===== config.mk =====
export PLATFORM = sky130hd
export DESIGN_NAME = grbf_regs
export DESIGN_NICKNAME = d
export VERILOG_FILES = /design/src/sv/grbf_pkg.sv /design/src/sv/grbf_regs.sv
export SDC_FILE = /design/constraint.sdc
export NUM_CORES = 1
export LEC_CHECK = 0
export BUFFER_PORTS_ARGS = -buffer_cell sky130_fd_sc_hd__buf_2
export CAP_MARGIN = 20
export CORE_ASPECT_RATIO = 0.8
export CORE_UTILIZATION = 25
export CTS_CLUSTER_DIAMETER = 40
export CTS_CLUSTER_SIZE = 25
export DETAILED_ROUTE_END_ITERATION = 12
export SYNTH_ARGS = -nofsm -noshare
export SYNTH_HDL_FRONTEND = slang
export SYNTH_SLANG_ARGS = --single-unit

===== constraint.sdc =====
create_clock -name clk -period 3.7 [get_ports clk]
set_clock_uncertainty 0.15 [all_clocks]
set_input_delay 0.185 -clock clk [delete_from_list [all_inputs] [get_ports clk]]
set_output_delay 0.185 -clock clk [all_outputs]
set_load 0.01 [all_outputs]

===== src/sv/grbf_pkg.sv =====
// Shared types, constants and lookup functions for the Gaussian RBF evaluator.
// No dependencies; imported by every module of the block.
`default_nettype none
package grbf_pkg;

  // Fixed-point format of the Q16.16 values; the Q30 and Q29 constants below differ
  localparam int FRAC_BITS = 16;
  localparam logic [31:0] Q_ONE = 32'd1 << FRAC_BITS;

  localparam logic [30:0] ONE_Q30     = 31'd1073741824;
  localparam logic [30:0] HALF_PI_Q30 = 31'd1686629713;
  localparam logic [31:0] TWO_PI_Q29  = 32'd3373259426;
  localparam logic signed [33:0] CORDIC_GAIN_Q30 = 34'sd652032874;
  localparam logic [4:0] CORDIC_LAST = 5'd29;
  localparam logic [4:0] EXP_LAST    = 5'd20;

  // Item function codes
  localparam logic [1:0] FUNC_EVAL        = 2'd0;
  localparam logic [1:0] FUNC_LOAD_POINT  = 2'd1;
  localparam logic [1:0] FUNC_LOAD_WEIGHT = 2'd2;

  typedef enum logic [2:0] {
    REG_TIME_WINDOW, REG_FREQUENCY, REG_AMP_SCALE, REG_BASIS_PARAM,
    REG_X_BOUNDS, REG_Y_BOUNDS, REG_Z_BOUNDS, REG_POINT_COUNT
  } reg_idx_t;

  // Datapath operations issued by the controller
  typedef enum logic [4:0] {
    OP_NOP, OP_LOAD, OP_BOUNDS, OP_RD, OP_DIFF, OP_SQX, OP_SQY, OP_PLO,
    OP_PHI, OP_ACHK, OP_EXP, OP_WACC, OP_PHASE, OP_ZINIT, OP_CORDIC, OP_FOLD,
    OP_AS, OP_AC, OP_OMEGA, OP_VMUL, OP_DLO, OP_DHI, OP_DFIN, OP_VLO, OP_VHI,
    OP_VFIN, OP_OUT
  } op_t;

  typedef struct packed {
    logic       capture;
    op_t        op;
    logic [5:0] idx;
    logic [4:0] step;
  } cmd_t;

  typedef struct packed {
    logic [1:0] func;
    logic       dom;
  } sts_t;

  typedef struct packed {
    logic [31:0] t_start;
    logic [31:0] t_end;
    logic [31:0] freq;
    logic [31:0] amp;
    logic [31:0] basis;
    logic [31:0] x_min;
    logic [31:0] x_max;
    logic [31:0] y_min;
    logic [31:0] y_max;
    logic [31:0] z_min;
    logic [31:0] z_max;
    logic [5:0]  pcount;
  } cfg_t;

  // CORDIC rotation angle for step i, Q30 radians
  function automatic logic [30:0] atan_q30(input logic [4:0] i);
    logic [30:0] v;
    case (i)
      5'd0: v = 31'd843314857;
      5'd1: v = 31'd497837829;
      5'd2: v = 31'd263043837;
      5'd3: v = 31'd133525159;
      5'd4: v = 31'd67021687;
      5'd5: v = 31'd33543516;
      5'd6: v = 31'd16775851;
      5'd7: v = 31'd8388437;
      5'd8: v = 31'd4194283;
      5'd9: v = 31'd2097149;
      default: v = 31'd1 << (5'd30 - i);
    endcase
    return v;
  endfunction

  // exp factor for exponent-walk step s: fraction bits first, then whole bits
  function automatic logic [30:0] exp_factor(input logic [4:0] s);
    logic [30:0] v;
    case (s)
      5'd0:  v = 31'd651257337;
      5'd1:  v = 31'd836230973;
      5'd2:  v = 31'd947573834;
      5'd3:  v = 31'd1008687096;
      5'd4:  v = 31'd1040706261;
      5'd5:  v = 31'd1057095000;
      5'd6:  v = 31'd1065385899;
      5'd7:  v = 31'd1069555701;
      5'd8:  v = 31'd1071646719;
      5'd9:  v = 31'd1072693760;
      5'd10: v = 31'd1073217664;
      5'd11: v = 31'd1073479712;
      5'd12: v = 31'd1073610760;
      5'd13: v = 31'd1073676290;
      5'd14: v = ONE_Q30 - 31'd32768;
      5'd15: v = ONE_Q30 - 31'd16384;
      5'd16: v = 31'd395007542;
      5'd17: v = 31'd145315153;
      5'd18: v = 31'd19666267;
      5'd19: v = 31'd360200;
      5'd20: v = 31'd121;
      default: v = ONE_Q30;
    endcase
    return v;
  endfunction

  // Apply a sign to a magnitude and saturate to 32 bits
  function automatic logic [31:0] sat_signed(input logic neg, input logic [71:0] m);
    logic [31:0] v;
    if (neg) begin
      v = (m[71:31] != '0) ? 32'h8000_0000 : -m[31:0];
    end else begin
      v = (m[71:31] != '0) ? 32'h7FFF_FFFF : m[31:0];
    end
    return v;
  endfunction

endpackage
`default_nettype wire


===== src/sv/grbf_regs.sv =====
// Configuration register file of the RBF evaluator.
// Depends on grbf_pkg for the register index codes and the cfg_t bundle.
`default_nettype none
module grbf_regs import grbf_pkg::*; (
  input  wire logic        clk,
  input  wire logic        rst_n,
  input  wire logic        cfg_valid,
  input  wire logic [2:0]  cfg_index,
  input  wire logic [63:0] cfg_data,
  output cfg_t             cfg
);

  cfg_t cfg_r;

  // Take one register beat per cycle
  always_ff @(posedge clk) begin
    if (!rst_n) begin
      cfg_r       <= '0;
      cfg_r.basis <= Q_ONE;
    end else if (cfg_valid) begin
      case (reg_idx_t'(cfg_index))
        REG_TIME_WINDOW: begin
          cfg_r.t_start <= cfg_data[31:0];
          cfg_r.t_end   <= cfg_data[63:32];
        end
        REG_FREQUENCY:   cfg_r.freq  <= cfg_data[31:0];
        REG_AMP_SCALE:   cfg_r.amp   <= cfg_data[31:0];
        REG_BASIS_PARAM: cfg_r.basis <= cfg_data[31:0];
        REG_X_BOUNDS: begin
          cfg_r.x_min <= cfg_data[31:0];
          cfg_r.x_max <= cfg_data[63:32];
        end
        REG_Y_BOUNDS: begin
          cfg_r.y_min <= cfg_data[31:0];
          cfg_r.y_max <= cfg_data[63:32];
        end
        REG_Z_BOUNDS: begin
          cfg_r.z_min <= cfg_data[31:0];
          cfg_r.z_max <= cfg_data[63:32];
        end
        REG_POINT_COUNT: cfg_r.pcount <= cfg_data[5:0];
        default: ;
      endcase
    end
  end

  assign cfg = cfg_r;

endmodule
`default_nettype wire


Word-level counts from Yosys, hierarchy flattened:

Index checks and enable logic that the tools add are counted.

* flip-flop bits (word level): 358
* input bits: 70
* output and inout port bits: 358
* logic and storage cells: 28

* equal/unequal tests: 7
* reductions and logical operators: 9

Operator list (count)
* 2-bit AND reduction: 8
* 3-bit == test (second input constant): 4
* 3-bit by 2-bit == test with 1-bit output (second input constant): 2
* 3-bit by 1-bit == test with 1-bit output (second input constant): 1
* 3-bit logical NOT: 1

Depth between registers and ports, before layout:

* depth in word-level cells: 2
* mapped depth: 5
* mapped depth without buffers: 2

Worst setup path before layout:

Ideal clock, no wire load.

* path type: input port to flip-flop
* from: in cfg_index[1]
* to: reg cfg_r, in the netlist cfg[327]
* setup time: 0.073 ns
* arrival: 1.123 ns
* data required time: 3.477 ns
* slack: 2.355 ns
* stages on the path: 5
* buffers on the path: 3
* cells stage by stage: buf_2 -> nor4b_4 -> buf_6 -> buf_12 -> mux2i_1

* word-level cells in the longest chain between the ends: 2

Ends and longest elaborated chain
* start, declared: RTL line grbf_regs.sv:8 `input wire logic [2:0] cfg_index,`
* 3-bit logical NOT: RTL line grbf_regs.sv:21 `case (reg_idx_t'(cfg_index))`
* 2-bit AND reduction (no line)
* end, declared: RTL line grbf_regs.sv:13 `cfg_t cfg_r;`

Every way passes these cells.
A chain may end at the register's enable or synchronous reset.

Final worst setup path:

* from: reg cfg_r, in the netlist cfg[122]
* to: out cfg[122] (netlist name)

RTL lines
* end, declared: RTL line grbf_regs.sv:10 `output cfg_t cfg`

No word-level cell between the ends.

==> metrics list <==
* Endpoint of the worst register-to-register path: cfg[122]
- The number of antenna violations at the first check in global routing came to 2.
- In this run, the number of DRC markers left after iteration 0 of detailed routing was 526.
- Across the run, the number of max-cap violations was 0.
- Global-route wire length before repair: 61.2 mm
- Design internal power: roughly 7.3 mW
* Aggregate global routing overflow: 0
- Hold_ws: between 0.02 and 0.03 ns
* Combinational group share of total power: 0.060
- Leading cell types in the layout, fill and taps excluded: sky130_fd_sc_hd__buf_2, sky130_fd_sc_hd__nand2_1, sky130_fd_sc_hd__mux2i_1, sky130_fd_sc_hd__dfxtp_1, sky130_fd_sc_hd__clkbuf_16
- The worst hold path belongs to the class in -> reg.
- Syn Inst Count: between 1000 and 1500
- Category of cells accounting for the largest share of critical-path delay: flip-flops
* Class of the most critical setup path: reg -> out
- At the later pin of the worst-skew pair, clock insertion delay measures between 0.5 and 0.6 ns.
- Slowest stage delay, CP: between 0.4 and 0.5 ns
- Global-route usage over all layers: 0.148
* Worst Max-Slew Pin Slew: 1.02 ns
* R2r worst-path depth: 2
- Die width: 258 um
- After synthesis, the cell types taking the most area are sky130_fd_sc_hd__dfxtp_1, sky130_fd_sc_hd__mux2i_1, sky130_fd_sc_hd__nand2_1.
* Number of antenna-violating nets in the routed design: 0
- Net Count, Synth: approximately 1300
- The worst hold path was traced through 3 stages.
- The share of the Yosys chip area taken by registers is 0.546.
* Top achievable clock speed: 651 MHz
* First-pass iteration count of the detailed router: 4
- Share of layout cells above drive strength 1: 0.317
* Wire length on met1: about 18 mm
* Worst r2r src: cfg[122]
* Unrepaired setup endpoints after global routing: no
- The floorplan has 74 rows.
* Most frequent standard cell in the layout excluding fill and tap cells: sky130_fd_sc_hd__buf_2
* Final WS setup: 2.16 ns
- Summing every instance area after synthesis gives 0.0131 mm2.
- The register with the most flip-flops in the layout has between 300 and 400 of them.
- For this design the top-level I/O count stands at between 400 and 500.
- Die ar.: 0.0534 mm2
- Switching fraction of total power: 0.254
- Count of clock tree sinks: 358
- The worst pin sits at a relative slew slack of 0.318.
- Cell-by-cell trace of the critical path: buf_2
- Util after Layout: 0.354
- Entering global routing, the biggest net connects 136 pins.
* Via count of the first global-routing pass: 10600
- Worst ir drop on vdd: 283 uV
* Worst path buffer plus inverter count: 1
- Synth Area in Simple Gates: 0.129
* Cell taking the most area after synthesis: sky130_fd_sc_hd__dfxtp_1
* Fraction of synthesized cell area in xor and xnor cells: 0
- The total area inside the core boundary comes to 0.0514 mm2.
- TritonCTS created 54 clock buffers.
- Via total after detailed routing: 10500
- Of the total power, the clock network draws 0.534.
- 0 antenna diodes ended up in the layout.
* I/O Buffers: 427
* Endpoints failing setup: 0
- The portion of synthesized area spent on multiplexers is 0.273.
- Final Cycle Share: 0.415
- Setup slack on the worst reg-to-reg path comes out at ~2.8 ns.
* # Post-CTS Setup Buffers: 0
- Dividing the detail-routed wire length by the instance count gives 17.0 um.
- Final-layout setup total negative slack: 0 ns
* Combinational family with the most area after synthesis: multiplexers
- During synthesis, Yosys emitted a total of 0 warnings.
* Max-slew violation count: 0
* Post-layout min period: around 1.5 ns
- CTS placed an instance of sky130_fd_sc_hd__clkbuf_16 at the clock tree root.
- Area share of the largest cell type after synthesis: 0.546
* Register clock-pin slew on the reported worst setup and hold paths: roughly 0.060 ns
* CTS Buffer Depth: 3
* Leakage Power: 9.58 nW
- Gates resized, CTS repair: 0
- In this run the most critical hold path is launched from cfg_data[1].
* Arrival time at the worst endpoint: 1.20 ns
- Of the total power, registers draw 0.406.
- Routability-driven placement finished with a final weighted congestion of approximately 0.77.
- Detailed routing placed a total of 19.1 mm of wire on met2.
- Post-Route WL: a little over 40 mm
- The area growth from synthesis to layout is 38.7%.
- After clock tree synthesis, the flow added hold-fix buffers numbering 53.
* Top layer reached by signal wires: met5
- STA classifies the critical path endpoint as an output port.
* Slowest stage cell on the critical path: sky130_fd_sc_hd__dfxtp_1
- Setup crit start kind: flop
- From bottom edge to top edge, the die measures 207 um.
- The H-tree was split into 2 levels.
- The run finished with clean final reports.
- For this configuration, the core starts out at a cell density of 0.255.
- After synthesis, the netlist uses 16 different library cells.
- Number of design rule violations left after detail routing: 0
* Met3 routed WL: 2.57 mm
* Detailed-route vias per instance: between 4 and 5
* Net Switching: approximately 2.5 mW
- For this run, the post-layout net count is 1776.
- Synth Area in Adders: 0
- After synthesis the netlist holds a flip-flop and latch count of 358.
- Synth Area in Compound Gates: 0
- Total power divided by cell area: 539 mW/mm2
- For hold timing, the worst endpoint is cfg[1].
- The final hold violation count came to 0.
- TritonCTS built the clock tree.
- Required time of the worst setup path: roughly 3.4 ns
- Average size of a mapped cell: 10.6 um2
- Setup slack after placement: 1.53 ns
* Crit Path Max Fanout: 2
- HPWL after DPL: roughly 28 mm
==> metrics by stage <==
step	total power, mW	cell area, um2	std cells
final	9.81	18200	2436
after global routing	10.2	18200	2436
after CTS	9.94	18200	2435
after detailed placement	4.62	15700	2280
after global placement	4.60	15700	2280
after floorplan	4.38	13100	1236
==> cell usage after synthesis <==
| cell type | n |
|---|---|
| sky130_fd_sc_hd__dfxtp_1 | 358 |
| sky130_fd_sc_hd__nand4bb_1 | 2 |
| sky130_fd_sc_hd__nor4b_4 | 1 |
| sky130_fd_sc_hd__buf_6 | 23 |
| sky130_fd_sc_hd__nand4b_2 | 1 |
| sky130_fd_sc_hd__buf_2 | 15 |
| sky130_fd_sc_hd__nor4bb_1 | 1 |
| sky130_fd_sc_hd__nor2b_1 | 2 |
| sky130_fd_sc_hd__nand2_1 | 421 |
| sky130_fd_sc_hd__buf_4 | 7 |
| sky130_fd_sc_hd__buf_12 | 6 |
| sky130_fd_sc_hd__buf_8 | 3 |
| sky130_fd_sc_hd__mux2i_1 | 358 |
| sky130_fd_sc_hd__nand4b_1 | 2 |
| sky130_fd_sc_hd__clkbuf_1 | 35 |
| sky130_fd_sc_hd__nand4_1 | 1 |
==> cell families after synthesis <==
logic type	after synthesis
flops	358
simple gates	431
mux	358
buf+inv	89
==> cell type report <==
cell class / instances / area, um2
Timing Repair Buffer: 503 / 2930
Clock inverter: 39 / 423
Fill cell: 5159 / 33200
Tap cell: 684 / 856
Clock buffer: 63 / 1500
Sequential cell: 358 / 7170
Multi-Input combinational cell: 789 / 5330
==> how the worst max path moves through the flow <==
stage	start	to	slack (ns)	cells after the start
final	cfg[122]	cfg[122]	2.16	1
after global routing	rst_n	cfg[218]	2.01	4
after CTS	cfg[122]	cfg[122]	2.08	1
after detailed placement	rst_n	cfg[218]	1.53	4
after global placement	rst_n	cfg[282]	1.54	4
after floorplan	cfg_index[1]	cfg[327]	2.35	5
==> metal layers <==
metal	global-route usage	vias to the layer above
met3	0.0397	101
met4	0.0674	4
met2	0.239	339
met1	0.185	5016
met5	0	-
li1	-	5038
==> power by group through the flow <==
| stage | Combinational, mW | Clock, mW | Sequential [mW] |
|---|---|---|---|
| 2_1_floorplan | 0.277 | 0 | 4.11 |
| 4_1_cts | 0.593 | 5.36 | 3.98 |
| 3_5_place_dp | 0.548 | 0 | 4.07 |
| 6_report | 0.587 | 5.24 | 3.98 |
| 3_3_place_gp | 0.539 | 0 | 4.06 |
| 5_1_grt | 0.635 | 5.55 | 3.99 |
Power figures use the tool's default switching activity.
