--- src/sv/grbf_pkg.sv ---
// Shared types, constants and lookup functions for the Gaussian RBF evaluator.
// No dependencies; imported by every module of the block.
`default_nettype none
package grbf_pkg;

  // Fixed-point format of the Q16.16 values; the Q30 and Q29 constants below differ
  localparam int FRAC_BITS = 16;
  localparam logic [31:0] Q_ONE = 32'd1 << FRAC_BITS;

  localparam logic [30:0] ONE_Q30     = 31'd1073741824;
  localparam logic [30:0] HALF_PI_Q30 = 31'd1686629713;
  localparam logic [31:0] TWO_PI_Q29  = 32'd3373259426;
  localparam logic signed [33:0] CORDIC_GAIN_Q30 = 34'sd652032874;
  localparam logic [4:0] CORDIC_LAST = 5'd29;
  localparam logic [4:0] EXP_LAST    = 5'd20;

  // Item function codes
  localparam logic [1:0] FUNC_EVAL        = 2'd0;
  localparam logic [1:0] FUNC_LOAD_POINT  = 2'd1;
  localparam logic [1:0] FUNC_LOAD_WEIGHT = 2'd2;

  typedef enum logic [2:0] {
    REG_TIME_WINDOW, REG_FREQUENCY, REG_AMP_SCALE, REG_BASIS_PARAM,
    REG_X_BOUNDS, REG_Y_BOUNDS, REG_Z_BOUNDS, REG_POINT_COUNT
  } reg_idx_t;

  // Datapath operations issued by the controller
  typedef enum logic [4:0] {
    OP_NOP, OP_LOAD, OP_BOUNDS, OP_RD, OP_DIFF, OP_SQX, OP_SQY, OP_PLO,
    OP_PHI, OP_ACHK, OP_EXP, OP_WACC, OP_PHASE, OP_ZINIT, OP_CORDIC, OP_FOLD,
    OP_AS, OP_AC, OP_OMEGA, OP_VMUL, OP_DLO, OP_DHI, OP_DFIN, OP_VLO, OP_VHI,
    OP_VFIN, OP_OUT
  } op_t;

  typedef struct packed {
    logic       capture;
    op_t        op;
    logic [5:0] idx;
    logic [4:0] step;
  } cmd_t;

  typedef struct packed {
    logic [1:0] func;
    logic       dom;
  } sts_t;

  typedef struct packed {
    logic [31:0] t_start;
    logic [31:0] t_end;
    logic [31:0] freq;
    logic [31:0] amp;
    logic [31:0] basis;
    logic [31:0] x_min;
    logic [31:0] x_max;
    logic [31:0] y_min;
    logic [31:0] y_max;
    logic [31:0] z_min;
    logic [31:0] z_max;
    logic [5:0]  pcount;
  } cfg_t;

  // CORDIC rotation angle for step i, Q30 radians
  function automatic logic [30:0] atan_q30(input logic [4:0] i);
    logic [30:0] v;
    case (i)
      5'd0: v = 31'd843314857;
      5'd1: v = 31'd497837829;
      5'd2: v = 31'd263043837;
      5'd3: v = 31'd133525159;
      5'd4: v = 31'd67021687;
      5'd5: v = 31'd33543516;
      5'd6: v = 31'd16775851;
      5'd7: v = 31'd8388437;
      5'd8: v = 31'd4194283;
      5'd9: v = 31'd2097149;
      default: v = 31'd1 << (5'd30 - i);
    endcase
    return v;
  endfunction

  // exp factor for exponent-walk step s: fraction bits first, then whole bits
  function automatic logic [30:0] exp_factor(input logic [4:0] s);
    logic [30:0] v;
    case (s)
      5'd0:  v = 31'd651257337;
      5'd1:  v = 31'd836230973;
      5'd2:  v = 31'd947573834;
      5'd3:  v = 31'd1008687096;
      5'd4:  v = 31'd1040706261;
      5'd5:  v = 31'd1057095000;
      5'd6:  v = 31'd1065385899;
      5'd7:  v = 31'd1069555701;
      5'd8:  v = 31'd1071646719;
      5'd9:  v = 31'd1072693760;
      5'd10: v = 31'd1073217664;
      5'd11: v = 31'd1073479712;
      5'd12: v = 31'd1073610760;
      5'd13: v = 31'd1073676290;
      5'd14: v = ONE_Q30 - 31'd32768;
      5'd15: v = ONE_Q30 - 31'd16384;
      5'd16: v = 31'd395007542;
      5'd17: v = 31'd145315153;
      5'd18: v = 31'd19666267;
      5'd19: v = 31'd360200;
      5'd20: v = 31'd121;
      default: v = ONE_Q30;
    endcase
    return v;
  endfunction

  // Apply a sign to a magnitude and saturate to 32 bits
  function automatic logic [31:0] sat_signed(input logic neg, input logic [71:0] m);
    logic [31:0] v;
    if (neg) begin
      v = (m[71:31] != '0) ? 32'h8000_0000 : -m[31:0];
    end else begin
      v = (m[71:31] != '0) ? 32'h7FFF_FFFF : m[31:0];
    end
    return v;
  endfunction

endpackage
`default_nettype wire

--- src/sv/grbf_ctrl.sv ---
// Sequencing state machine of the RBF evaluator: walks the control points,
// the exp steps and the CORDIC steps. Depends on grbf_pkg.
`default_nettype none
module grbf_ctrl import grbf_pkg::*; #(
  parameter int MAX_POINTS = 32
) (
  input  wire logic       clk,
  input  wire logic       rst_n,
  input  wire logic       start,
  input  wire logic [5:0] pcount,
  input  sts_t            sts,
  output cmd_t            cmd,
  output logic            busy
);

  localparam int CW = $clog2(MAX_POINTS + 1);

  typedef enum logic [4:0] {
    S_IDLE, S_DECODE, S_LOAD, S_BOUNDS, S_CHECK, S_RD, S_DIFF, S_SQX, S_SQY,
    S_PLO, S_PHI, S_ACHK, S_EXP, S_WACC, S_PHASE, S_ZINIT, S_CORDIC, S_FOLD,
    S_AS, S_AC, S_OMEGA, S_VMUL, S_DLO, S_DHI, S_DFIN, S_VLO, S_VHI, S_VFIN,
    S_OUT
  } state_t;

  state_t        state_r, state_nxt;
  logic [CW-1:0] idx_r, idx_nxt, n_pts;
  logic [4:0]    step_r, step_nxt;
  logic          busy_r;

  // Clamp the point count to the store depth
  always_comb begin
    if (int'(pcount) > MAX_POINTS) n_pts = CW'(MAX_POINTS);
    else n_pts = CW'(pcount);
  end

  // Next state and counters
  always_comb begin
    state_nxt = state_r;
    idx_nxt   = idx_r;
    step_nxt  = step_r;
    case (state_r)
      S_IDLE:   if (start) state_nxt = S_DECODE;
      S_DECODE: begin
        if (sts.func == FUNC_EVAL) state_nxt = S_BOUNDS;
        else if (sts.func == FUNC_LOAD_POINT || sts.func == FUNC_LOAD_WEIGHT)
          state_nxt = S_LOAD;
        else state_nxt = S_OUT;
      end
      S_LOAD:   state_nxt = S_OUT;
      S_BOUNDS: state_nxt = S_CHECK;
      S_CHECK: begin
        idx_nxt = '0;
        if (!sts.dom) state_nxt = S_OUT;
        else if (n_pts == '0) state_nxt = S_PHASE;
        else state_nxt = S_RD;
      end
      S_RD:   state_nxt = S_DIFF;
      S_DIFF: state_nxt = S_SQX;
      S_SQX:  state_nxt = S_SQY;
      S_SQY:  state_nxt = S_PLO;
      S_PLO:  state_nxt = S_PHI;
      S_PHI:  state_nxt = S_ACHK;
      S_ACHK: begin
        step_nxt  = '0;
        state_nxt = S_EXP;
      end
      S_EXP: begin
        step_nxt = step_r + 5'd1;
        if (step_r == EXP_LAST) state_nxt = S_WACC;
      end
      S_WACC: begin
        idx_nxt = idx_r + CW'(1);
        if (idx_r + CW'(1) == n_pts) state_nxt = S_PHASE;
        else state_nxt = S_RD;
      end
      S_PHASE: state_nxt = S_ZINIT;
      S_ZINIT: begin
        step_nxt  = '0;
        state_nxt = S_CORDIC;
      end
      S_CORDIC: begin
        step_nxt = step_r + 5'd1;
        if (step_r == CORDIC_LAST) state_nxt = S_FOLD;
      end
      S_FOLD:  state_nxt = S_AS;
      S_AS:    state_nxt = S_AC;
      S_AC:    state_nxt = S_OMEGA;
      S_OMEGA: state_nxt = S_VMUL;
      S_VMUL:  state_nxt = S_DLO;
      S_DLO:   state_nxt = S_DHI;
      S_DHI:   state_nxt = S_DFIN;
      S_DFIN:  state_nxt = S_VLO;
      S_VLO:   state_nxt = S_VHI;
      S_VHI:   state_nxt = S_VFIN;
      S_VFIN:  state_nxt = S_OUT;
      S_OUT:   state_nxt = S_IDLE;
      default: state_nxt = S_IDLE;
    endcase
  end

  // Hold state, counters and busy
  always_ff @(posedge clk) begin
    if (!rst_n) begin
      state_r <= S_IDLE;
      idx_r   <= '0;
      step_r  <= '0;
      busy_r  <= 1'b0;
    end else begin
      state_r <= state_nxt;
      idx_r   <= idx_nxt;
      step_r  <= step_nxt;
      busy_r  <= (state_nxt != S_IDLE);
    end
  end

  // Decode state into a datapath operation
  always_comb begin
    cmd.capture = start && !busy_r;
    cmd.idx     = 6'(idx_r);
    cmd.step    = step_r;
    case (state_r)
      S_LOAD:   cmd.op = OP_LOAD;
      S_BOUNDS: cmd.op = OP_BOUNDS;
      S_RD:     cmd.op = OP_RD;
      S_DIFF:   cmd.op = OP_DIFF;
      S_SQX:    cmd.op = OP_SQX;
      S_SQY:    cmd.op = OP_SQY;
      S_PLO:    cmd.op = OP_PLO;
      S_PHI:    cmd.op = OP_PHI;
      S_ACHK:   cmd.op = OP_ACHK;
      S_EXP:    cmd.op = OP_EXP;
      S_WACC:   cmd.op = OP_WACC;
      S_PHASE:  cmd.op = OP_PHASE;
      S_ZINIT:  cmd.op = OP_ZINIT;
      S_CORDIC: cmd.op = OP_CORDIC;
      S_FOLD:   cmd.op = OP_FOLD;
      S_AS:     cmd.op = OP_AS;
      S_AC:     cmd.op = OP_AC;
      S_OMEGA:  cmd.op = OP_OMEGA;
      S_VMUL:   cmd.op = OP_VMUL;
      S_DLO:    cmd.op = OP_DLO;
      S_DHI:    cmd.op = OP_DHI;
      S_DFIN:   cmd.op = OP_DFIN;
      S_VLO:    cmd.op = OP_VLO;
      S_VHI:    cmd.op = OP_VHI;
      S_VFIN:   cmd.op = OP_VFIN;
      S_OUT:    cmd.op = OP_OUT;
      default:  cmd.op = OP_NOP;
    endcase
  end

  assign busy = busy_r;

endmodule
`default_nettype wire

--- config.mk ---
export PLATFORM = sky130hd
export DESIGN_NAME = grbf_ctrl
export DESIGN_NICKNAME = d
export VERILOG_FILES = /design/src/sv/grbf_pkg.sv /design/src/sv/grbf_ctrl.sv
export SDC_FILE = /design/constraint.sdc
export NUM_CORES = 1
export LEC_CHECK = 0
export ABC_CLOCK_PERIOD_IN_PS = 5140
export BUFFER_PORTS_ARGS = -buffer_cell sky130_fd_sc_hd__buf_2
export CORE_UTILIZATION = 45
export CTS_CLUSTER_DIAMETER = 80
export CTS_CLUSTER_SIZE = 10
export DETAILED_ROUTE_END_ITERATION = 6
export PLACE_DENSITY = 0.67
export SKIP_LAST_GASP = 1
export SYNTH_ARGS = -nofsm -noshare
export SYNTH_HDL_FRONTEND = slang
export SYNTH_SLANG_ARGS = --single-unit
--- constraint.sdc ---
create_clock -name clk -period 5.14 [get_ports clk]
set_input_delay 0.771 -clock clk [delete_from_list [all_inputs] [get_ports clk]]
set_output_delay 0.771 -clock clk [all_outputs]
set_load 0.02 [all_outputs]
# Yosys cells after proc, flatten, opt, wreduce, memory -nomap -nowiden
# Memory sizes are Yosys's and may differ from the RTL's. A register that Yosys moved wholly into a read port is not among the register bits.
# Index checks and enable logic that the tools add are counted.
# classes
mul	0
addsub	2
div_mod_pow	0
shift	0
bitwise	0
muxes	13
n_reduce_logical	12
n_lt_le_gt_ge	1
eq_ne	32
# op_table
op	n
case mux 5 bit (27 select lines)	1
== test 5 bit, second input constant	14
== test 5 x 4 -> 1 bit, second input constant	8
2-to-1 mux 5 bit	7
== test 5 x 3 -> 1 bit, second input constant	4
case mux 6 bit (2 select lines)	1
== test 5 x 2 -> 1 bit, second input constant	2
case mux 5 bit (2 select lines)	1
2-to-1 mux 4 bit	2
adder 6 x 1 -> 6 bit, second input constant	1
== test 6 bit	1
greater-than comparator 6 bit, second input constant	1
zero test 6 bit	1
2-to-1 mux 6 bit	1
OR reduction 2 bit	3
adder 5 x 1 -> 5 bit, second input constant	1
== test 5 x 1 -> 1 bit, second input constant	1
zero test 5 bit	1
nonzero test 5 bit	1
nonzero test 2 bit	2
== test 2 x 1 -> 1 bit, second input constant	1
== test 2 bit, second input constant	1
zero test 2 bit	1
logical AND 1 bit	1
2 further kinds	2
# totals
regBits	17
ram_bits	0
input_bits	12
mem_count	1
latch_bits	0
output_inout_bits	18
romBits	160
wordCells	65
# memory_table
name	depth	width	rd	rd_ports_with_merged_regs	write_ports	line	text
(no name shown)	32	5	1	1	0	grbf_ctrl.sv:121	case (state_r)

# Longest topological paths before layout
# Gate-level depths: netlist of run 1.
# logic_depth
word_depth	7
depth_mapped	11
mapped_depth_nobuf	11

# Worst setup path before layout of run 1
# OpenSTA, ideal clock, no wires.
# synth_timing
path_kind	register -> register
from	register idx_r[0]
to	register cmd[14] (netlist name)
setup_ps	115
n_path_buf	0
path_stages_with_launch	12
setup_slack_ps	2544
period_less_slack_ps	2596
t_arrival_ps	2482
required_time_ps	5025
cell_sequence	dfxtp_1 ha_1 nand3_2 xor2_2 xnor2_1 o32a_4 o31ai_1 nand2_1 ha_1 nand3_1 o21ai_0 o21a_1
# synth_between
elab_chain_cells	5
# synth_rtl
item	line	text
start: declaration	grbf_ctrl.sv:26	logic [CW-1:0] idx_r, idx_nxt, n_pts;
start signal: assignment	grbf_ctrl.sv:110	idx_r <= idx_nxt;
adder 6 x 1 -> 6 bit	grbf_ctrl.sv:73	if (idx_r + CW'(1) == n_pts) state_nxt = S_PHASE;
== test 6 bit	grbf_ctrl.sv:73	
2-to-1 mux 4 bit	grbf_ctrl.sv:73	
case mux 5 bit (27 select lines)	grbf_ctrl.sv:41	case (state_r)
2-to-1 mux 5 bit (no line)	--	
# Every way passes these cells.
# A chain may end at the register's enable or synchronous reset.

# Worst setup path in the final report of run 1
# layout_timing
from	register state_r[2]
to	register cmd[14] (netlist name)
# layout_between
elab_chain_cells	4
word_cells_on_any_way	34
cone_classes	eq/ne: 27; mux: 5; reduce/logical: 2
# layout_rtl
item	line	text
start: declaration	grbf_ctrl.sv:25	state_t state_r, state_nxt;
start signal: assignment	grbf_ctrl.sv:109	state_r <= state_nxt;
== test 5 bit / == test 5 x 2 -> 1 bit (equally long branches)	grbf_ctrl.sv:41	
OR reduction 2 bit (no line)	--	
case mux 5 bit (27 select lines) (*)	grbf_ctrl.sv:41	
2-to-1 mux 5 bit (no line) (*)	--	
# Every way passes the cells marked *; elsewhere a longest branch is shown, timed or not.

==> summary.md, run 1 <==
| Metric | Value |
|---|---|
| Status | `finished, final reports clean` |
| Ys flop type | `dfxtp_1` |
| Pwr per Cell Area | `432.5 nW/um^2` |
| Final setup vio count | `0` |
| Area Growth Syn to Fin | `11.79%` |
| Chip height | `62.26 um` |
| Worst-path clk slew | `0.13 ns` |
| Post-DP HPWL | `2.919 mm` |
| Synthesis Warnings | `0` |
| WL/cell | `13.97 um` |
| CTS Buffer Depth | `2` |
| Post-Layout Cell Count | `278` |
| CP Capture Point | `cmd[14]` |
| Post-synth ARST share | `0%` |
| Final hold violations | `0` |
| #FFs+latches synth | `22` |
| FF-to-FF Start | `state_r[2]` |
| Post-synth EDFFs | `0` |
| Post-Syn Instances | `207` |
| Worst setup SP type | `flip-flop` |
| Syn Area/Cell | `7.894 um^2` |
| Most frequent cells in the layout | `buf_2, nor2_1, dfxtp_1` |
| Slew Limit Fails | `0` |
| Critical Path Fanout Max | `17` |
| Capturing element type of the critical path | `flip-flop` |
| Worst slew margin | `51.75%` |
| DIE AREA | `3876 um^2` |
| Vias per cell | `5.748` |
| Postcts setup bufs | `0` |
| Diode count | `0` |
| Worst-Skew Late Latency | `0.30 ns` |
| RR Endpoint | `cmd[14]` |
| Pleak | `0.7569 nW` |
| Maximum vdd drop | `0.2703 mV` |
| Netlist cell types | `58` |
| Nets | `251` |
| Syn nets | `225` |
| Worst Skew | `0.003286 ns` |
| Hold-fix buffers, CTS | `0` |
| Total CTS buffers | `3` |
| Clock Sinks | `22` |
| Starting Density | `47.84%` |
| Critical Path RT | `5.35 ns` |
| Fin area | `1827 um^2` |
| FILL cells | `349` |
| Fmax | `374.1 MHz` |
| Worst Tran Pin Value | `0.7219 ns` |
| MaxCap Viol Count | `0` |
| Most common cell after layout, fill and taps aside | `buf_2` |
| Overall routing resource usage | `21.07%` |
| Vias post-DR | `1598` |
| Core box area | `3416 um^2` |
| Antenna-violating nets left | `0` |
| CTS H-Tree Depth | `1` |
| Setup slack, reg-to-reg | `2.47 ns` |
| Cell total after placement | `274` |
| Port Buffers | `29` |
| Die Wd | `62.26 um` |
| Sequential area share after synthesis | `26.95%` |
| CTS resizes | `0` |
| Placed instance area | `1790 um^2` |
| Initial antenna violation count | `0` |
| Routed wire length | `3.885 mm` |
| Worst reg2reg path depth | `9` |
| Gr ovfl total | `0` |
| Final period utilization | `52.00%` |
| Largest net degree at the start of global routing | `18` |
| Vias in the first global route | `1436` |
| Iter 0 DRT Violations | `89` |
| Ports | `30` |
| Worst EP arrival | `2.89 ns` |
| Total power | `0.7900 mW` |
| DR pass1 iterations | `5` |
| GPL Wtd Cong | `0.8263` |
| RSZ-0062 raised after global routing | `false` |
| CP startpoint | `state_r[2]` |
| Setup CP Type | `flip-flop to flip-flop` |
| Tmin final | `2.673 ns` |
| Fraction of layout cells with a size suffix above 1 | `19.83%` |
| Setup TNS | `0 ns` |
| Rows | `21` |
| Synthesized cell area | `1634 um^2` |
| DR DRC count | `0` |
| First-pass GRT wire length | `6.713 mm` |
| Root Buffer | `clkbuf_4` |
| Worst hold path type | `flip-flop to flip-flop` |
| TritonCTS clock tree | `done` |
==> logic make-up after synthesis <==
group,synth area share [%]
AND/OR/NAND/NOR,30.78
adder cells (fa/ha/maj),4.594
XOR/XNOR,4.748
buffers and inverters,5.590
multiplexers,1.225
AO/OA/AOI/OAI,26.11
flip-flops,26.95
==> area by class of cell <==
cell class / count / area [um^2] / share of cell area [%]
Clock buffer: 4 / 36.28 / 1.986
Sequential cell: 22 / 440.4 / 24.11
Inverter: 12 / 45.04 / 2.466
Multi-Input combinational cell: 165 / 1102 / 60.34
Timing Repair Buffer: 29 / 145.1 / 7.945
Tap cell: 46 / 57.56 / 3.151
==> state kept, by name, indices dropped and copies added, names as in the netlist <==
name	count
state_r	5
busy	1
step_r	5
cmd	5
idx_r	6
==> worst min path at each step <==
stage | cells after the start | start | end | slack [ns]
after floorplan | 2 | step_r[1] | step_r[1] | 0.56
after global placement | 2 | step_r[1] | step_r[1] | 0.50
after detailed placement | 2 | step_r[1] | step_r[1] | 0.52
after CTS | 2 | step_r[1] | step_r[1] | 0.54
after global routing | 2 | step_r[1] | step_r[1] | 0.58
final | 2 | step_r[1] | step_r[1] | 0.53
==> per-stage QoR <==
stage / worst slack, ns / util, % / hold WS [ns]
after detailed placement: 2.332 / 52.42 / 0.5198
after floorplan: 2.544 / - / 0.5646
after global placement: 2.379 / 52.42 / 0.4961
after CTS: 2.471 / 53.48 / 0.5379
final: 2.467 / 53.48 / 0.5271
after global routing: 2.143 / 53.48 / 0.5802
==> critical path, cell delays in order, from the launching register on <==
cell,delay (ns)
dfxtp_1,0.65
nand2_1,0.22
nor4b_2,0.65
nand2_1,0.15
o31ai_1,0.22
nand2_1,0.14
ha_1,0.22
nand3_1,0.06
o21ai_0,0.08
o21a_1,0.19
==> power by group <==
group	internal, mW	total (mW)	switching [mW]
registers	0.208	0.275	0.0668
clock network	0.0432	0.0979	0.0548
logic	0.169	0.417	0.248
total	0.420	0.790	0.370
==> cell usage after synthesis (all sizes together) (3+ instances only) <==
library cell | number | share of area, %
a211oi | 3 | 1.4
a21oi | 12 | 3.7
a31oi | 4 | 1.5
and2 | 4 | 1.6
and3 | 4 | 1.5
buf | 6 | 2.4
dfxtp | 22 | 27
ha | 6 | 4.6
inv | 12 | 2.8
nand2 | 14 | 3.2
nand2b | 4 | 1.5
nand3 | 12 | 4.3
nand4 | 3 | 1.1
nor2 | 26 | 6.1
nor3 | 5 | 1.5
o21a | 4 | 1.8
o21ai | 13 | 4.2
or3 | 3 | 1.2
xnor2 | 7 | 3.8
==> per-layer routing <==
layer  vias to the layer above  GRT usage (%)  part of all wire (%)
met5                         -              0                     0
met4                         0          4.360                  0.93
met3                         4          1.654                   3.8
met2                        33          31.73                    43
met1                       750          32.40                    52
li1                        811              -                     -
Power figures use the tool's default switching activity.
==> run 2: changes to the inputs <==
Settings changed: ABC_AREA set to 1, ABC_CLOCK_PERIOD_IN_PS 5140 to 2620, PLACE_DENSITY 0.67 to 0.66.
Clock period 5.14 ns to 2.62 ns, I/O delays scaled along.
==> summary.md, run 2 <==
| Metric | Value |
|---|---|
| Status | `finished, final reports clean (unchanged)` |
| Root Buffer | `clkbuf_8 (was clkbuf_4)` |
| Overall routing resource usage | `20.16% (was 21.07%)` |
| Vias per cell | `4.888 (was 5.748)` |
| CTS H-Tree Depth | `1 (unchanged)` |
| First-pass GRT wire length | `6.541 mm (was 6.713 mm)` |
| Tmin final | `2.130 ns (was 2.673 ns)` |
| Postcts setup bufs | `0 (unchanged)` |
| Worst slew margin | `63.92% (was 51.75%)` |
| Antenna-violating nets left | `0 (unchanged)` |
| Ports | `30 (unchanged)` |
| Top-count cell post-synth | `nand2_1 (was nor2_1)` |
| Post-synth top cells | `nand2_1, inv_1, nor2_1 (was nor2_1, dfxtp_1, nand2_1)` |
| Critical Path Fanout Max | `6 (was 17)` |
| Routed wire length | `3.781 mm (was 3.885 mm)` |
| Setup TNS | `0 ns (unchanged)` |
| Critical Path RT | `2.82 ns (was 5.35 ns)` |
| GPL Wtd Cong | `0.8947 (was 0.8263)` |
| Worst-path clk slew | `0.08 ns (was 0.13 ns)` |
| Post-Syn Instances | `266 (was 207)` |
| #FFs+latches synth | `22 (unchanged)` |
| Top cell type's share of synthesized area | `25.77% (was 26.95%)` |
| Final setup vio count | `0 (unchanged)` |
| Slew Limit Fails | `0 (unchanged)` |
| DR DRC count | `0 (unchanged)` |
| Diode count | `0 (unchanged)` |
| Min Hold Slack | `0.4628 ns (was 0.5271 ns)` |
| Largest net degree at the start of global routing | `13 (was 18)` |
| Maximum vdd drop | `0.4744 mV (was 0.2703 mV)` |
| Max stage delay cell, worst path | `dfxtp_1 (unchanged)` |
| Synthesized cell area | `1709 um^2 (was 1634 um^2)` |
| Starting Density | `46.68% (was 47.84%)` |
| Rows | `22 (was 21)` |
| Chip height | `63.63 um (was 62.26 um)` |
| Sequential area share after synthesis | `25.77% (was 26.95%)` |
| FILL cells | `385 (was 349)` |
| Total power | `1.745 mW (was 0.7900 mW)` |
| Vias post-DR | `1696 (was 1598)` |
| Initial antenna violation count | `0 (unchanged)` |
| Worst EP arrival | `2.33 ns (was 2.89 ns)` |
| Post-synth EDFFs | `0 (unchanged)` |
| Area Growth Syn to Fin | `15.45% (was 11.79%)` |
| Core box area | `3661 um^2 (was 3416 um^2)` |
| MaxCap Viol Count | `0 (unchanged)` |
| Worst setup SP type | `flip-flop (unchanged)` |
| Final hold violations | `0 (unchanged)` |
| WL/cell | `10.90 um (was 13.97 um)` |
| Syn Area/Cell | `6.425 um^2 (was 7.894 um^2)` |
| DR pass1 iterations | `4 (was 5)` |
| Multi-input logic area | `1112 um^2 (was 1102 um^2)` |
| Largest register by flop count | `idx_r (unchanged)` |
| Post-synth ARST share | `0% (unchanged)` |
| Most used cell, CP | `nand2_1 (unchanged)` |
| Netlist cell types | `33 (was 58)` |
| Worst Tran Pin Value | `0.5412 ns (was 0.7219 ns)` |
| CTS resizes | `0 (unchanged)` |
| Total CTS buffers | `3 (unchanged)` |
| Pwr per Cell Area | `884.3 nW/um^2 (was 432.5 nW/um^2)` |
| Port Buffers | `29 (unchanged)` |
| Most frequent cells in the layout | `nand2_1, buf_2, inv_1 (was buf_2, nor2_1, dfxtp_1)` |
| Vias in the first global route | `1489 (was 1436)` |
| DIE AREA | `4049 um^2 (was 3876 um^2)` |
| Setup CP Type | `flip-flop to flip-flop (unchanged)` |
| Sequential cell area | `440.4 um^2 (unchanged)` |
| Iter 0 DRT Violations | `119 (was 89)` |
| Synth area leaders | `dfxtp_1, nand2_1, inv_1 (was dfxtp_1, nor2_1, ha_1)` |
| Post-DP HPWL | `3.073 mm (was 2.919 mm)` |
| CTS Buffer Depth | `2 (unchanged)` |
| TritonCTS clock tree | `done (unchanged)` |
| CP top delay family | `simple AND/OR/NAND/NOR gates (unchanged)` |
| Critical path's largest stage delay | `0.42 ns (was 0.65 ns)` |
| Nets | `318 (was 251)` |
| Worst-Skew Late Latency | `0.26 ns (was 0.30 ns)` |
| RSZ-0062 raised after global routing | `false (unchanged)` |
| Pleak | `0.9912 nW (was 0.7569 nW)` |
| Hold-fix buffers, CTS | `0 (unchanged)` |
| Gr ovfl total | `0 (unchanged)` |
| Synthesis Warnings | `0 (unchanged)` |
| Fmax | `469.6 MHz (was 374.1 MHz)` |
| Capturing element type of the critical path | `flip-flop (unchanged)` |
| Max reg flops | `6 (unchanged)` |
| Fraction of layout cells with a size suffix above 1 | `25.08% (was 19.83%)` |
| Worst Skew | `0.01175 ns (was 0.003286 ns)` |
| Ys flop type | `dfxtp_1 (unchanged)` |
| Worst hold path type | `input pin to flip-flop (was flip-flop to flip-flop)` |
| Syn nets | `284 (was 225)` |
| Worst path bufs/invs | `2 (was 0)` |
| Die Wd | `63.63 um (was 62.26 um)` |
| Most common cell after layout, fill and taps aside | `nand2_1 (was buf_2)` |
| Clock Sinks | `22 (unchanged)` |
| Worst-path cell chain | `ha_1, xor2_1, inv_1, nand3_1, nand2_1, nor2_1, nand3_2, nand2_2, nand2_4, inv_2, ha_1, o21ai_1, nand2_1, nand2_1 (was nand2_1, nor4b_2, nand2_1, o31ai_1, nand2_1, ha_1, nand3_1, o21ai_0, o21a_1)` |
| Synth area leader | `dfxtp_1 (unchanged)` |
| Final period utilization | `81.28% (was 52.00%)` |
[run 2: changes by cell type in the layout (fill, tap and decap cells not counted), moves of 6 or more]
| cell | before | now |
|---|---|---|
| xnor2_1 | 7 | 0 |
| nand2_1 | 14 | 75 |
| nor2_2 | 1 | 8 |
| nand2_2 | 0 | 6 |
| nand3_1 | 10 | 21 |
| o21ai_1 | 0 | 7 |
| inv_1 | 12 | 28 |
| inv_2 | 0 | 9 |
[run 2: power by group]
group | total (mW) | leakage, nW | switching [mW] | internal (mW)
registers | 0.498 | 0.179 | 0.0907 | 0.408
clock network | 0.238 | 0.0288 | 0.104 | 0.134
logic | 1.01 | 0.783 | 0.663 | 0.346
total | 1.74 | 0.991 | 0.858 | 0.887
[run 2: final timing paths]
check,to,startpoint,cells past startpoint,slack (ns)
worst max-delay path,cmd[13],idx_r[0],14,0.49
worst min-delay path,step_r[2],rst_n,3,0.46
worst max register to register,cmd[13],idx_r[0],14,0.49
worst min register to register,idx_r[5],idx_r[5],2,0.50
[run 2: worst register-to-register path, stage by stage (launching register included)]
cell	delay [ns]
dfxtp_1	0.42
ha_1	0.23
xor2_1	0.24
inv_1	0.06
nand3_1	0.08
nand2_1	0.05
nor2_1	0.14
nand3_2	0.13
nand2_2	0.11
nand2_4	0.07
inv_2	0.07
ha_1	0.23
o21ai_1	0.13
nand2_1	0.06
nand2_1	0.06
[run 2: final cells by class]
type                    instances  share of cell area (%)
multi-input cells             204                   56.37
inverters                      38                   7.356
clock buffers                   4                   2.790
well taps                      48                   3.044
repair buffers                 31                   8.117
flip-flops and latches         22                   22.32
[run 2: cells by family (layout without fill, tap and decap cells)]
kind of cell             Yosys count  count (layout)  synth area share (%)
AND/OR/NAND/NOR                  159             159                 47.36
adder cells (fa/ha/maj)            6               6                 4.392
buffers and inverters             40              73                 9.151
XOR/XNOR                           3               3                 1.538
flip-flops                        22              22                 25.77
AO/OA/AOI/OAI                     36              36                 11.79
[run 2: per-layer routing]
metal,up-vias,track usage [%],wire length [um]
li1,920,-,-
met1,743,29.58,2076
met2,29,30.85,1562
met3,4,2.355,112
met4,0,5.114,29
met5,-,0,0
[run 2: per-stage QoR]
stage / util, % / setup slack, ns / std cells / cell area (um^2)
detailed placement: 52.39 / 0.5337 / 343 / 1918
floorplan: - / 0.5472 / 266 / 1709
global placement: 52.39 / 0.5566 / 343 / 1918
CTS: 53.90 / 0.4986 / 347 / 1973
global route: 53.90 / 0.1813 / 347 / 1973
finish: 53.90 / 0.4903 / 347 / 1973
